`src/sv/itkf_pkg.sv`:
```
`timescale 1ns / 1ps
package itkf_pkg;
    localparam int FRAC_BITS = 16;
    localparam int WORD_WIDTH = 32;
    localparam int DIV_STEPS = WORD_WIDTH + FRAC_BITS;
    localparam int DIV_CNT_W = $clog2(DIV_STEPS + 1);

    typedef logic signed [WORD_WIDTH-1:0] word_t;

    localparam word_t WORD_MAX = word_t'({1'b0, {(WORD_WIDTH-1){1'b1}}});
    localparam word_t WORD_MIN = word_t'({1'b1, {(WORD_WIDTH-1){1'b0}}});
    localparam word_t ONE_Q = word_t'(64'sd1 <<< FRAC_BITS);

    typedef enum logic [1:0] {
        REG_TIME_STEP = 2'd0,
        REG_PROCESS_NOISE = 2'd1,
        REG_MEASURE_NOISE = 2'd2
    } reg_idx_t;

    // Datapath operations issued by the controller.
    typedef enum logic [4:0] {
        OP_NONE,
        OP_INIT,   // load from the accelerometer
        OP_D,      // a = rate - bias
        OP_XA,     // xa = angle + dt*a
        OP_T,      // t = dt*P11
        OP_P01,    // p01 = P01 - t ; p10 = P10 - t
        OP_P00A,   // p00 = P00 - dt*P10
        OP_P00B,   // p00 = p00 - dt*p01 + q ; p11 = P11 + q
        OP_S,      // s = p00 + r ; eps = accel - xa
        OP_DIV0,   // start k0 = p00/s
        OP_DIV1,   // start k1 = p10/s
        OP_ANG,    // angle = xa + k0*eps
        OP_BIAS,   // bias = bias + k1*eps
        OP_SK0,
        OP_SK1,
        OP_C00,
        OP_C01,
        OP_C10,
        OP_C11
    } op_t;

    typedef enum logic [2:0] {
        ST_IDLE,
        ST_RUN,
        ST_WAIT_DIV,
        ST_OUT
    } state_t;

    typedef struct packed {
        op_t  op;
        logic load_in;
    } cmd_t;

    typedef struct packed {
        logic div_busy;
    } sts_t;

    function automatic word_t sat_wide(input logic signed [WORD_WIDTH+1:0] v);
        if (v > $signed({{2{WORD_MAX[WORD_WIDTH-1]}}, WORD_MAX}))
            return WORD_MAX;
        else if (v < $signed({{2{WORD_MIN[WORD_WIDTH-1]}}, WORD_MIN}))
            return WORD_MIN;
        else
            return v[WORD_WIDTH-1:0];
    endfunction

    function automatic word_t add_s(input word_t a, input word_t b);
        return sat_wide((WORD_WIDTH+2)'(a) + (WORD_WIDTH+2)'(b));
    endfunction

    function automatic word_t sub_s(input word_t a, input word_t b);
        return sat_wide((WORD_WIDTH+2)'(a) - (WORD_WIDTH+2)'(b));
    endfunction

    function automatic logic [WORD_WIDTH:0] mag(input word_t v);
        logic [WORD_WIDTH:0] e;
        e = {v[WORD_WIDTH-1], v};
        return v[WORD_WIDTH-1] ? (~e + 1'b1) : e;
    endfunction

    // Apply a sign to a magnitude with a saturation flag.
    function automatic word_t signed_sat(input logic [WORD_WIDTH:0] m, input logic ovf,
                                         input logic neg);
        logic big;
        big = ovf || m[WORD_WIDTH] || m[WORD_WIDTH-1];
        if (neg)
            return big ? WORD_MIN : word_t'(~m[WORD_WIDTH-1:0] + 1'b1);
        else
            return big ? WORD_MAX : word_t'(m[WORD_WIDTH-1:0]);
    endfunction
endpackage

```
`src/sv/itkf_ctrl.sv`:
```
`timescale 1ns / 1ps
module itkf_ctrl (
    input  logic                clk,
    input  logic                rst_n,
    input  logic                in_valid,
    input  logic                in_start,
    output logic                in_ready,
    output logic                out_valid,
    input  logic                out_ready,
    input  itkf_pkg::sts_t      sts,
    output itkf_pkg::cmd_t      cmd
);
    itkf_pkg::state_t state_reg, state_next;
    itkf_pkg::op_t    op_reg, op_next;

    always_ff @(posedge clk or negedge rst_n) begin
        if (!rst_n) begin
            state_reg <= itkf_pkg::ST_IDLE;
            op_reg <= itkf_pkg::OP_NONE;
        end else begin
            state_reg <= state_next;
            op_reg <= op_next;
        end
    end

    always_comb begin
        state_next = state_reg;
        op_next = op_reg;
        in_ready = 1'b0;
        out_valid = 1'b0;
        cmd.op = itkf_pkg::OP_NONE;
        cmd.load_in = 1'b0;
        case (state_reg)
            itkf_pkg::ST_IDLE: begin
                in_ready = 1'b1;
                if (in_valid) begin
                    cmd.load_in = 1'b1;
                    state_next = itkf_pkg::ST_RUN;
                    op_next = in_start ? itkf_pkg::OP_INIT : itkf_pkg::OP_D;
                end
            end
            itkf_pkg::ST_RUN: begin
                cmd.op = op_reg;
                case (op_reg)
                    itkf_pkg::OP_INIT, itkf_pkg::OP_C11: state_next = itkf_pkg::ST_OUT;
                    itkf_pkg::OP_DIV0, itkf_pkg::OP_DIV1: begin
                        state_next = itkf_pkg::ST_WAIT_DIV;
                        op_next = itkf_pkg::op_t'(op_reg + 1'b1);
                    end
                    default: op_next = itkf_pkg::op_t'(op_reg + 1'b1);
                endcase
            end
            itkf_pkg::ST_WAIT_DIV: begin
                if (!sts.div_busy)
                    state_next = itkf_pkg::ST_RUN;
            end
            itkf_pkg::ST_OUT: begin
                out_valid = 1'b1;
                if (out_ready)
                    state_next = itkf_pkg::ST_IDLE;
            end
            default: state_next = itkf_pkg::ST_IDLE;
        endcase
    end
endmodule

```
`config.mk`:
```
export PLATFORM = sky130hd
export DESIGN_NAME = itkf_ctrl
export DESIGN_NICKNAME = d
export VERILOG_FILES = /design/src/sv/itkf_pkg.sv /design/src/sv/itkf_ctrl.sv
export SDC_FILE = /design/constraint.sdc
export NUM_CORES = 1
export LEC_CHECK = 0
export ABC_AREA = 1
export ABC_CLOCK_PERIOD_IN_PS = 1750
export BUFFER_PORTS_ARGS = -buffer_cell sky130_fd_sc_hd__buf_4
export CAP_MARGIN = 20
export CORE_AREA = 2 2 39 41
export DETAILED_ROUTE_END_ITERATION = 6
export DIE_AREA = 0 0 41 43
export GPL_TIMING_DRIVEN = 0
export SYNTH_ARGS = -nofsm -noshare
export SYNTH_HDL_FRONTEND = slang
export SYNTH_SLANG_ARGS = --single-unit
```
`constraint.sdc`:
```
create_clock -name clk -period 1.75 [get_ports clk]
set_clock_uncertainty 0.05 [all_clocks]
set_input_delay 0.175 -clock clk [delete_from_list [all_inputs] [get_ports clk]]
set_output_delay 0.175 -clock clk [all_outputs]
set_load 0.1 [all_outputs]
```
======== Word level (Yosys, flattened, before mapping) ========
Cells that the tools add are included.
cells by class
  multiply operators ...................... 0
  equal/unequal tests ..................... 12
  $add $sub $neg .......................... 1
  shift operators ......................... 0
  magnitude comparators ................... 0
  reduce and logical (&&, ||, !) cells .... 6
  mux-type cells .......................... 14
  bitwise gates (word level) .............. 0
  divide/modulo/power cells ............... 0
operator list
  kind                                           count
  two-way mux 5 bit                              3
  case mux 3 bit (4 select lines)                1
  == test 5 x 4 -> 1 bit, second input constant  2
  case mux 5 bit (2 select lines)                1
  two-way mux 3 bit                              3
  != test 2 bit, second input constant           4
  == test 3 x 2 -> 1 bit, second input constant  2
  case mux 3 bit (2 select lines)                1
  adder 5 x 1 -> 5 bit, second input constant    1
  == test 5 x 1 -> 1 bit, second input constant  1
  == test 5 bit, second input constant           1
  two-way mux 1 bit                              4
  AND reduction 4 bit                            1
  OR reduction 2 bit                             2
  == test 3 x 1 -> 1 bit, second input constant  1
  logical NOT 3 bit                              1
  != test 3 bit, second input constant           1
  AND reduction 3 bit                            1
  two-way mux 2 bit                              1
  nonzero test 2 bit                             1
word-level totals
  output and inout port bits .............. 8
  bits in latches ......................... 0
  memory bits (writable) .................. 0
  memory bits (read-only) ................. 0
  memories kept ........................... 0
  logic and storage cells ................. 35
  flip-flop bits (word level) ............. 8
  input port bits ......................... 6

======== Longest topological paths before layout ========
Gate-level depths: netlist (run 1).
  depth in word-level cells ............... 4
  gate-level depth with buffers ........... 9
  mapped depth without buffers ............ 9

======== Worst setup path after synthesis (run 1) ========
No wires, ideal clock.
  path kind ............................... register -> register
  start ................................... reg state_reg[0]
  end ..................................... reg op_reg[3]
  data arrival time ....................... 2.824 ns
  cell stages (with the launch flop) ...... 5
  path slack .............................. -1.286 ns
  clock period less this slack ............ 3.036 ns
  library setup time ...................... 0.163 ns
  cell sequence ........................... dfrtp_1 > nor2_1 > nand2_1 > inv_1 > nor3_1
between the ends
  word-level cells in the longest chain between the ends .. 3
ends and longest elaborated chain
  what                                                                         line             source
  start, declared                                                              itkf_ctrl.sv:13  itkf_pkg::state_t state_reg, state_next;
  start signal, assigned                                                       itkf_ctrl.sv:18  state_reg <= itkf_pkg::ST_IDLE;
  start signal, assigned                                                       itkf_ctrl.sv:21  state_reg <= state_next;
  == test 3 x 1 -> 1 bit / logical NOT 3 bit (equally long branches)           itkf_ctrl.sv:33  case (state_reg)
  != test 2 bit (no source line) / nonzero test 2 bit (equally long branches)  n/a
  AND reduction 3 bit (no source line)                                         n/a
  end signal, assigned                                                         itkf_ctrl.sv:19  op_reg <= itkf_pkg::OP_NONE;
  end signal, assigned                                                         itkf_ctrl.sv:22  op_reg <= op_next;
  end, declared                                                                itkf_ctrl.sv:14  itkf_pkg::op_t op_reg, op_next;
Several ways; a longest one is shown, not always the timed one.
A chain may end at the register's enable or synchronous reset.

==> results.toml, run 1 <==
[critical_path]
crit_path_end_kind = "output pin"
critical_path_required_ns = 1.52
r2r_setup_slack_ns = 0.31
cp-start-kind = "register"
cpMaxStageDelayCell = "dfrtp_1"
r2r.worst_path.cells = 9
crit_path_max_fanout = 9
crit_type = "register to output pin"
startpoint = "state_reg[1]"
crit_buf_inv = 2
arrival_ns = 1.31
r2r-start = "op_reg[1]"
crit_chain = "inv_2 > nand2_4 > nor2_2 > buf_4"
cpPeakStageDelay_ns = 0.44
r2r_end = "op_reg[0]"
path_delay_family = "flip-flops"

[place]
pre_cts_slack_ns = 0.310
place.gp.congestion = 0.702
post-dp-hpwl_um = 836
port_buffers = 13

[logic_synthesis]
ys_seq_area_share_pct = 34.4
synth.area.top_cells = "dfrtp_1 34%, nand2_1 13%, ha_1 7.4%"
yosys.area.top_type_share_pct = 34.4
synth-seq-cells = 7
avgSynthCellArea_um2 = 6.98
synth_nets = 82
netlist_instances = 73
synth_warnings = 0
yosys.area.top_type = "dfrtp_1"
synthDistinctLibCells = 23
synth_area_um2 = 509

[cells_and_area]
area_growth_pct = 34.2
num-fill-cells = 150
final_layout_size_suffix_gt1_share_pct = 33.0
n_antenna_cell = 0
final_common_cell = "nand2_1"
layout_common_cells = "16 x nand2_1, 13 x buf_4, 9 x inv_1"
final_core_util_pct = 49.4
largest_reg_flops = 5
fin_nets = 101

[global_routing]
grt_pass1_wl_um = 1610
antenna_found_initial = 0
grt_pass1_vias = 383
grt_usage_pct = 13.5
grt_overflow = 0
grt_max_degree = 10

[detailed_routing]
antenna_left = 0
wl_per_cell_um = 9.90
vias_per_cell = 4.61
routed-via-count = 493
drc_errors = 0
drt_first_pass_iters = 4
drt_iter0_drc = 19
drt-total-wl_um = 1060

[timing]
max_freq_mhz = 653
fin_ws_ns = 0.220
drv_slew = 0
slew_headroom_pct = 81.3
setup_viol = 0
fin_crit_sh_pct = 87.4
tns_ns = 0
holdWs_ns = 0.204
rsz0062_at_grt = "false"
worst_pin_slew_ns = 0.277
hold_viol = 0
fin_crit_ns = 1.53

[floorplan]
dieArea_mm2 = 0.00176
io_pins = 14
rows = 14
die_h_um = 43
floorplan.initialDensity_pct = 36.8
core_area_mm2 = 0.00138
dieWidth_um = 41

[cts]
cts_buffers = 3
cts.sinks = 7
cts_max_level = 1
cts_tree = "built"
cts_resized = 0
cts_buffer_depth = 2
clock_latency_ns = 0.25
clkSlewWorstSetupHoldPaths_ns = 0.06
cts-root-buf = "clkbuf_4"

[min_path]
hold_class = "primary input to register"
worstHoldStart = "in_valid"
min_to = "op_reg[3]"
min_path_cells = 4

[flow_run]
cap_violations = 0

[outcome]
outcome = "completed"
[repair_timing]
item                      4_1_cts  5_1_grt
hold buffers                    1        0
buffers inserted                0        0
hold endpoints to repair        7        0
[cell families after synthesis]
family | share of synthesized area, %
buffers and inverters | 10.3
and+or+nand+nor | 37.1
DFF | 34.4
xor gates and xnor gates | 1.72
AOI/OAI and AO/OA | 9.09
adders and majority gates | 7.37
[cell usage after synthesis]
master and n:
or2_2 2, o21ai_0 3, nand3_1 6, o21ai_1 1
o21ai_2 1, nor3_1 1, a21o_1 1, nand4_1 1
inv_2 1, or2_1 1, inv_1 10, buf_2 1
dfrtp_1 7, a21oi_1 2, nor2_1 9, ha_1 3
inv_4 1, nand2_1 17, nand3b_1 1, nand2_2 1
xor2_1 1, nand2_4 1, nor4_1 1
[through the flow]
| step | area [µm²] | std cells |
|---|---|---|
| 2_1_floorplan | 529 | 73 |
| 3_3_place_gp | 647 | 102 |
| 3_5_place_dp | 647 | 102 |
| 4_1_cts | 683 | 107 |
| 5_1_grt | 683 | 107 |
| 6_report | 683 | 107 |
[per-layer routing]
metal | GRT usage [%] | vias up | share of wire, %
met4 | 4.00 | 0 | 0.85
met5 | 0 | - | 0
met3 | 4.71 | 2 | 4.5
met1 | 19.5 | 218 | 49
li1 | - | 266 | -
met2 | 18.4 | 7 | 46
[worst max path at each step]
stage               cells past startpoint  slack, ns   endpoint
floorplan                               3      -0.34     cmd[3]
global placement                        9       0.32  op_reg[0]
detailed placement                      9       0.31  op_reg[0]
CTS                                     4       0.21     cmd[2]
global route                            4       0.12     cmd[3]
finish                                  4       0.22     cmd[2]
[layout make-up]
class                   count  area (µm²)  area share (%)
multi-input cells          53         297            43.4
well taps                  16        20.0            2.93
inverters                  12        51.3            7.51
flip-flops and latches      7         176            25.8
plain buffers               1        5.00           0.733
repair buffers             14         108            15.8
clock buffers               4        26.3            3.85
[worst reg2reg max path, stage by stage, from the launching register on]
cell	delay, ns
dfrtp_1	0.39
inv_1	0.15
ha_1	0.17
inv_1	0.05
nand2_1	0.06
nand3_1	0.09
nand2_1	0.11
nand2_2	0.11
nand3b_1	0.10
o21ai_0	0.07
Power of run 1 is not shown: default switching activity piles up to over one toggle a cycle in this logic, so the estimate is an artifact.
==> run 2: changes to the inputs <==
--- a/config.mk
+++ b/config.mk
@@ -5,14 +5,15 @@
 export SDC_FILE = /design/constraint.sdc
 export NUM_CORES = 1
 export LEC_CHECK = 0
-export ABC_AREA = 1
 export ABC_CLOCK_PERIOD_IN_PS = 1750
 export BUFFER_PORTS_ARGS = -buffer_cell sky130_fd_sc_hd__buf_4
 export CAP_MARGIN = 20
-export CORE_AREA = 2 2 39 41
+export CORE_AREA = 8 8 45 47
 export DETAILED_ROUTE_END_ITERATION = 6
-export DIE_AREA = 0 0 41 43
+export DIE_AREA = 0 0 53 55
+export GPL_ROUTABILITY_DRIVEN = 1
 export GPL_TIMING_DRIVEN = 0
+export PLACE_DENSITY = 0.66
 export SYNTH_ARGS = -nofsm -noshare
 export SYNTH_HDL_FRONTEND = slang
 export SYNTH_SLANG_ARGS = --single-unit
==> run 2 against run 1 <==
  * Die area rose by 65%
  * Via count is 5.7% higher
  * Non-clock buffer count rose by 3
  * Hold slack got worse by 0.024 ns
  * Critical path type unchanged
  * Largest cell class unchanged
  * Highest routed layer unchanged
==> results.toml, run 2 <==
[place]
dp.cells = 91
port_buffers = 13
place.gp.congestion = 0.761
post-dp-hpwl_um = 1010
placed_cell_area_um2 = 697

[logic_synthesis]
synthArstFlopShare_pct = 100
synth_top_cells_by_count = "8 x nor2_1, 7 x dfrtp_1, 5 x inv_1"
synth_area_um2 = 569
yosys.area.top_type = "dfrtp_1"
yosys.area.top_type_share_pct = 30.8
avgSynthCellArea_um2 = 9.18
synth-edff-count = 0
synth_warnings = 0
synth_flop_cell = "dfrtp_1"
netlist_instances = 62
ys_seq_area_share_pct = 30.8
synth_nets = 71
synth.area.top_cells = "dfrtp_1 31%, ha_1 6.6%, nor2_1 5.3%"
yosysMostFrequentCell = "nor2_1"
synth-seq-cells = 7
synthDistinctLibCells = 31

[detailed_routing]
antenna_left = 0
vias_per_cell = 5.43
wl_per_cell_um = 13.2
drc_errors = 0
drt_iter0_drc = 8
drt_first_pass_iters = 5
routed-via-count = 521
drt-total-wl_um = 1260

[cts]
cts_buffer_depth = 2
cts_buffers = 3
cts_max_level = 1
cts_tree = "built"
clock_latency_ns = 0.26
clkSlewWorstSetupHoldPaths_ns = 0.05
cts.sinks = 7
cts-root-buf = "clkbuf_4"

[critical_path]
crit_path_max_fanout = 6
startpoint = "state_reg[0]"
crit_type = "register to output pin"
arrival_ns = 1.46
critical_path_required_ns = 1.52
r2r-start = "op_reg[1]"
cp-start-kind = "register"
crit_path_end_kind = "output pin"

[timing]
drv_slew = 0
fin_crit_sh_pct = 96.4
max_freq_mhz = 593
worst_pin_slew_ns = 0.348
slew_headroom_pct = 76.7
hold_viol = 0
holdWs_ns = 0.180
setup_viol = 0
fin_crit_ns = 1.69

[cells_and_area]
postLayoutCellArea_um2 = 741
multiInputGateArea_um2 = 357
layout.area.seq_um2 = 175
fin_nets = 90
largest_reg_flops = 5
n_antenna_cell = 0
final_common_cell = "buf_4"
layout_common_cells = "12 x buf_4, 7 x nor2_1, 7 x dfrtp_1"
instances_no_fill = 96
area_growth_pct = 30.1
final_layout_size_suffix_gt1_share_pct = 36.3
num-fill-cells = 150

[floorplan]
rows = 14
core_area_mm2 = 0.00138
dieArea_mm2 = 0.00292
io_pins = 14
floorplan.initialDensity_pct = 41.1
die_h_um = 55
dieWidth_um = 53

[global_routing]
grt_overflow = 0
grt_usage_pct = 10.1
antenna_found_initial = 0
grt_pass1_wl_um = 2130
grt_max_degree = 11
grt_pass1_vias = 487

[min_path]
hold_class = "primary input to register"
worstHoldStart = "in_valid"

[outcome]
outcome = "completed"

[flow_run]
cap_violations = 0
==> run 2: changes by cell type in the layout (fill, tap and decap cells not counted), moves of 2 or more <==
cell / before / now
nor2b_1: 0 / 2
inv_1: 9 / 5
and3b_1: 0 / 2
nand2_1: 16 / 0
and2_1: 0 / 3
buf_6: 0 / 3
nand2_2: 2 / 0
nor2_2: 2 / 0
nand3_1: 6 / 1
mux2_2: 0 / 2
mux2i_1: 0 / 2
==> run 2: critical path, cell delays in order (launching register included) <==
cell     delay, ns
dfrtp_1       0.46
and2b_1       0.24
inv_1         0.12
nor2_1        0.14
buf_6         0.24
==> run 2: timing repair <==
action                                  in CTS  in global routing
setup buffers                                0                  0
endpoints found under the setup margin       0                  2
resized for setup                            0                  2
endpoints found under the hold margin        7                  0
hold buffers                                 1                  0
==> run 2: path summary, 6_finish.rpt <==
check	endpoint	slack, ns	depth (start not counted)
max	cmd[4]	0.06	4
min	op_reg[3]	0.18	3
max reg2reg	op_reg[1]	0.18	5
min reg2reg	op_reg[4]	0.57	2
max in group asynchronous	op_reg[3]	1.31	2
min in group asynchronous	op_reg[4]	0.22	2
==> run 2: cells by family after synthesis <==
logic type,after synthesis,share of synthesized area (%)
adder cells (fa/ha/maj),3,6.59
multiplexers,5,10.1
AND/OR/NAND/NOR,23,23.1
AO/OA/AOI/OAI,15,21.1
buffers and inverters,9,8.35
flip-flops,7,30.8
==> run 2: area by class of cell <==
type                    count  share of cell area [%]
multi-input cells          46                    48.1
inverters                   5                    2.53
plain buffers               4                    3.89
well taps                  16                    2.70
clock buffers               4                    3.55
repair buffers             14                    15.5
flip-flops and latches      7                    23.6
==> run 2: routing by layer <==
metal	track usage, %	vias up	part of all wire (%)
met2	14.5	22	43
met4	10.3	0	4.1
li1	-	258	-
met1	12.6	236	46
met5	0	-	0
met3	1.07	5	7.4
==> run 2: stage by stage <==
stage	setup TNS, ns	util, %	setup slack (ns)
6_report	0	53.5	0.0632
5_1_grt	-0.000507	53.5	-0.000507
4_1_cts	0	53.0	0.0190
3_5_place_dp	0	50.4	0.188
3_3_place_gp	0	50.4	0.197
2_1_floorplan	-0.929	-	-0.401
Power of run 2 is left out for the same reason.
==> run 3: changes to the inputs <==
--- a/config.mk
+++ b/config.mk
@@ -14,6 +14,7 @@
 export GPL_ROUTABILITY_DRIVEN = 1
 export GPL_TIMING_DRIVEN = 0
 export PLACE_DENSITY = 0.66
+export RECOVER_POWER = 50
 export SYNTH_ARGS = -nofsm -noshare
 export SYNTH_HDL_FRONTEND = slang
 export SYNTH_SLANG_ARGS = --single-unit
==> run 3 against run 2 <==
  * Sequential share of layout area up 0.20 points
  * Routed wire length grew 1.0%
  * Maximum frequency barely moved
  * Hold slack about the same
  * Critical path type unchanged
  * Largest cell class unchanged
==> results.toml, run 3 (synthesis results as in run 2) <==
[critical_path]
crit_path_end_kind = "output pin"
arrival_ns = 1.46
crit_type = "register to output pin"
cp-start-kind = "register"
path_delay_family = "flip-flops"
cpMaxStageDelayCell = "dfrtp_1"
r2r_setup_slack_ns = 0.18
crit_chain = "and2b_1 > inv_1 > nor2_1 > buf_6"
crit_path_max_fanout = 6
cpPeakStageDelay_ns = 0.46
crit_buf_inv = 2
critical_path_required_ns = 1.52

[floorplan]
dieArea_mm2 = 0.00292
io_pins = 14
core_area_mm2 = 0.00138
rows = 14
dieWidth_um = 53
floorplan.initialDensity_pct = 41.1
die_h_um = 55

[timing]
fin_crit_sh_pct = 96.5
hold_viol = 0
max_freq_mhz = 592
slew_headroom_pct = 64.0
fin_crit_ns = 1.69
holdWs_ns = 0.180
drv_slew = 0
setup_viol = 0
worst_pin_slew_ns = 0.542
tns_ns = 0

[cts]
clock_latency_ns = 0.26
cts_max_level = 1
cts_buffers = 3
cts.sinks = 7
cts-root-buf = "clkbuf_4"
cts_tree = "built"
cts_buffer_depth = 2
postCtsSetupRepairBufs = 0
clkSlewWorstSetupHoldPaths_ns = 0.05

[detailed_routing]
routed-via-count = 536
drc_errors = 0
drt_iter0_drc = 8
vias_per_cell = 5.58
drt_first_pass_iters = 5
antenna_left = 0
drt-total-wl_um = 1280
wl_per_cell_um = 13.3

[cells_and_area]
layout.area.seq_um2 = 175
num-fill-cells = 152
layout_common_cells = "10 x buf_4, 7 x nor2_1, 7 x dfrtp_1"
postLayoutCellArea_um2 = 734
area_growth_pct = 29.0
fin_nets = 90
instances_no_fill = 96
final_layout_size_suffix_gt1_share_pct = 35.0
final_common_cell = "buf_4"
largest_reg_flops = 5
n_antenna_cell = 0
multiInputGateArea_um2 = 357

[place]
port_buffers = 13
dp.cells = 91
place.gp.congestion = 0.761
post-dp-hpwl_um = 1010
placed_cell_area_um2 = 697

[global_routing]
grt_use_met1_pct = 12.6
grt_pass1_wl_um = 2130
grt_busiest_layer = "met2"
grt_util_met2_pct = 14.5
met3_usage_pct = 1.07
antenna_found_initial = 0
grt_max_degree = 11
grt_overflow = 0
grt_usage_pct = 10.1
grt_pass1_vias = 487

[min_path]
hold_class = "primary input to register"

[flow_run]
cap_violations = 0

[outcome]
outcome = "completed"
## run 3: changes by cell type in the layout (fill, tap and decap cells not counted), sizes merged
cell    previous run  this run
buf               17        15
clkbuf             4         6
## run 3: worst register-to-register path, cell delays in order, from the launching register on
cell and delay, ns:
dfrtp_1 0.43, inv_1 0.10, ha_1 0.21, mux2_4 0.29, a31oi_4 0.21, mux2i_1 0.20
## run 3: cell type report
type / count / share of cell area [%]
buffer: 4 / 3.92
inverter: 5 / 2.56
tap: 16 / 2.73
clock buffer: 4 / 3.58
timing repair buffer: 14 / 14.8
multi-input combinational: 46 / 48.6
sequential: 7 / 23.9
## run 3: path summary, 6_finish.rpt
path / start / endpoint / cells after the start
worst max-delay path: state_reg[0] / cmd[4] / 4
worst min-delay path: in_valid / op_reg[3] / 3
worst max register to register: op_reg[1] / op_reg[1] / 5
worst min register to register: op_reg[4] / op_reg[4] / 2
max in group asynchronous: rst_n / op_reg[0] / 2
min in group asynchronous: rst_n / op_reg[4] / 2
## run 3: stage by stage
step / util (%) / setup slack (ns)
floorplan: - / -0.401
global placement: 50.4 / 0.197
detailed placement: 50.4 / 0.188
CTS: 53.0 / 0.0190
global route: 53.1 / -0.000507
finish: 53.1 / 0.0621
## run 3: per-layer routing
layer  vias up  wire length, µm
met2        23              547
li1        259                -
met3         5               97
met5         -                0
met4         0               52
met1       249              579
## run 3: timing repair
| item | CTS | global route |
|---|---|---|
| setup endpoints to repair | 0 | 2 |
| gates resized for setup | 0 | 2 |
| hold buffers | 1 | 0 |
| hold endpoints to repair | 7 | 0 |
Power of run 3 is left out for the same reason.
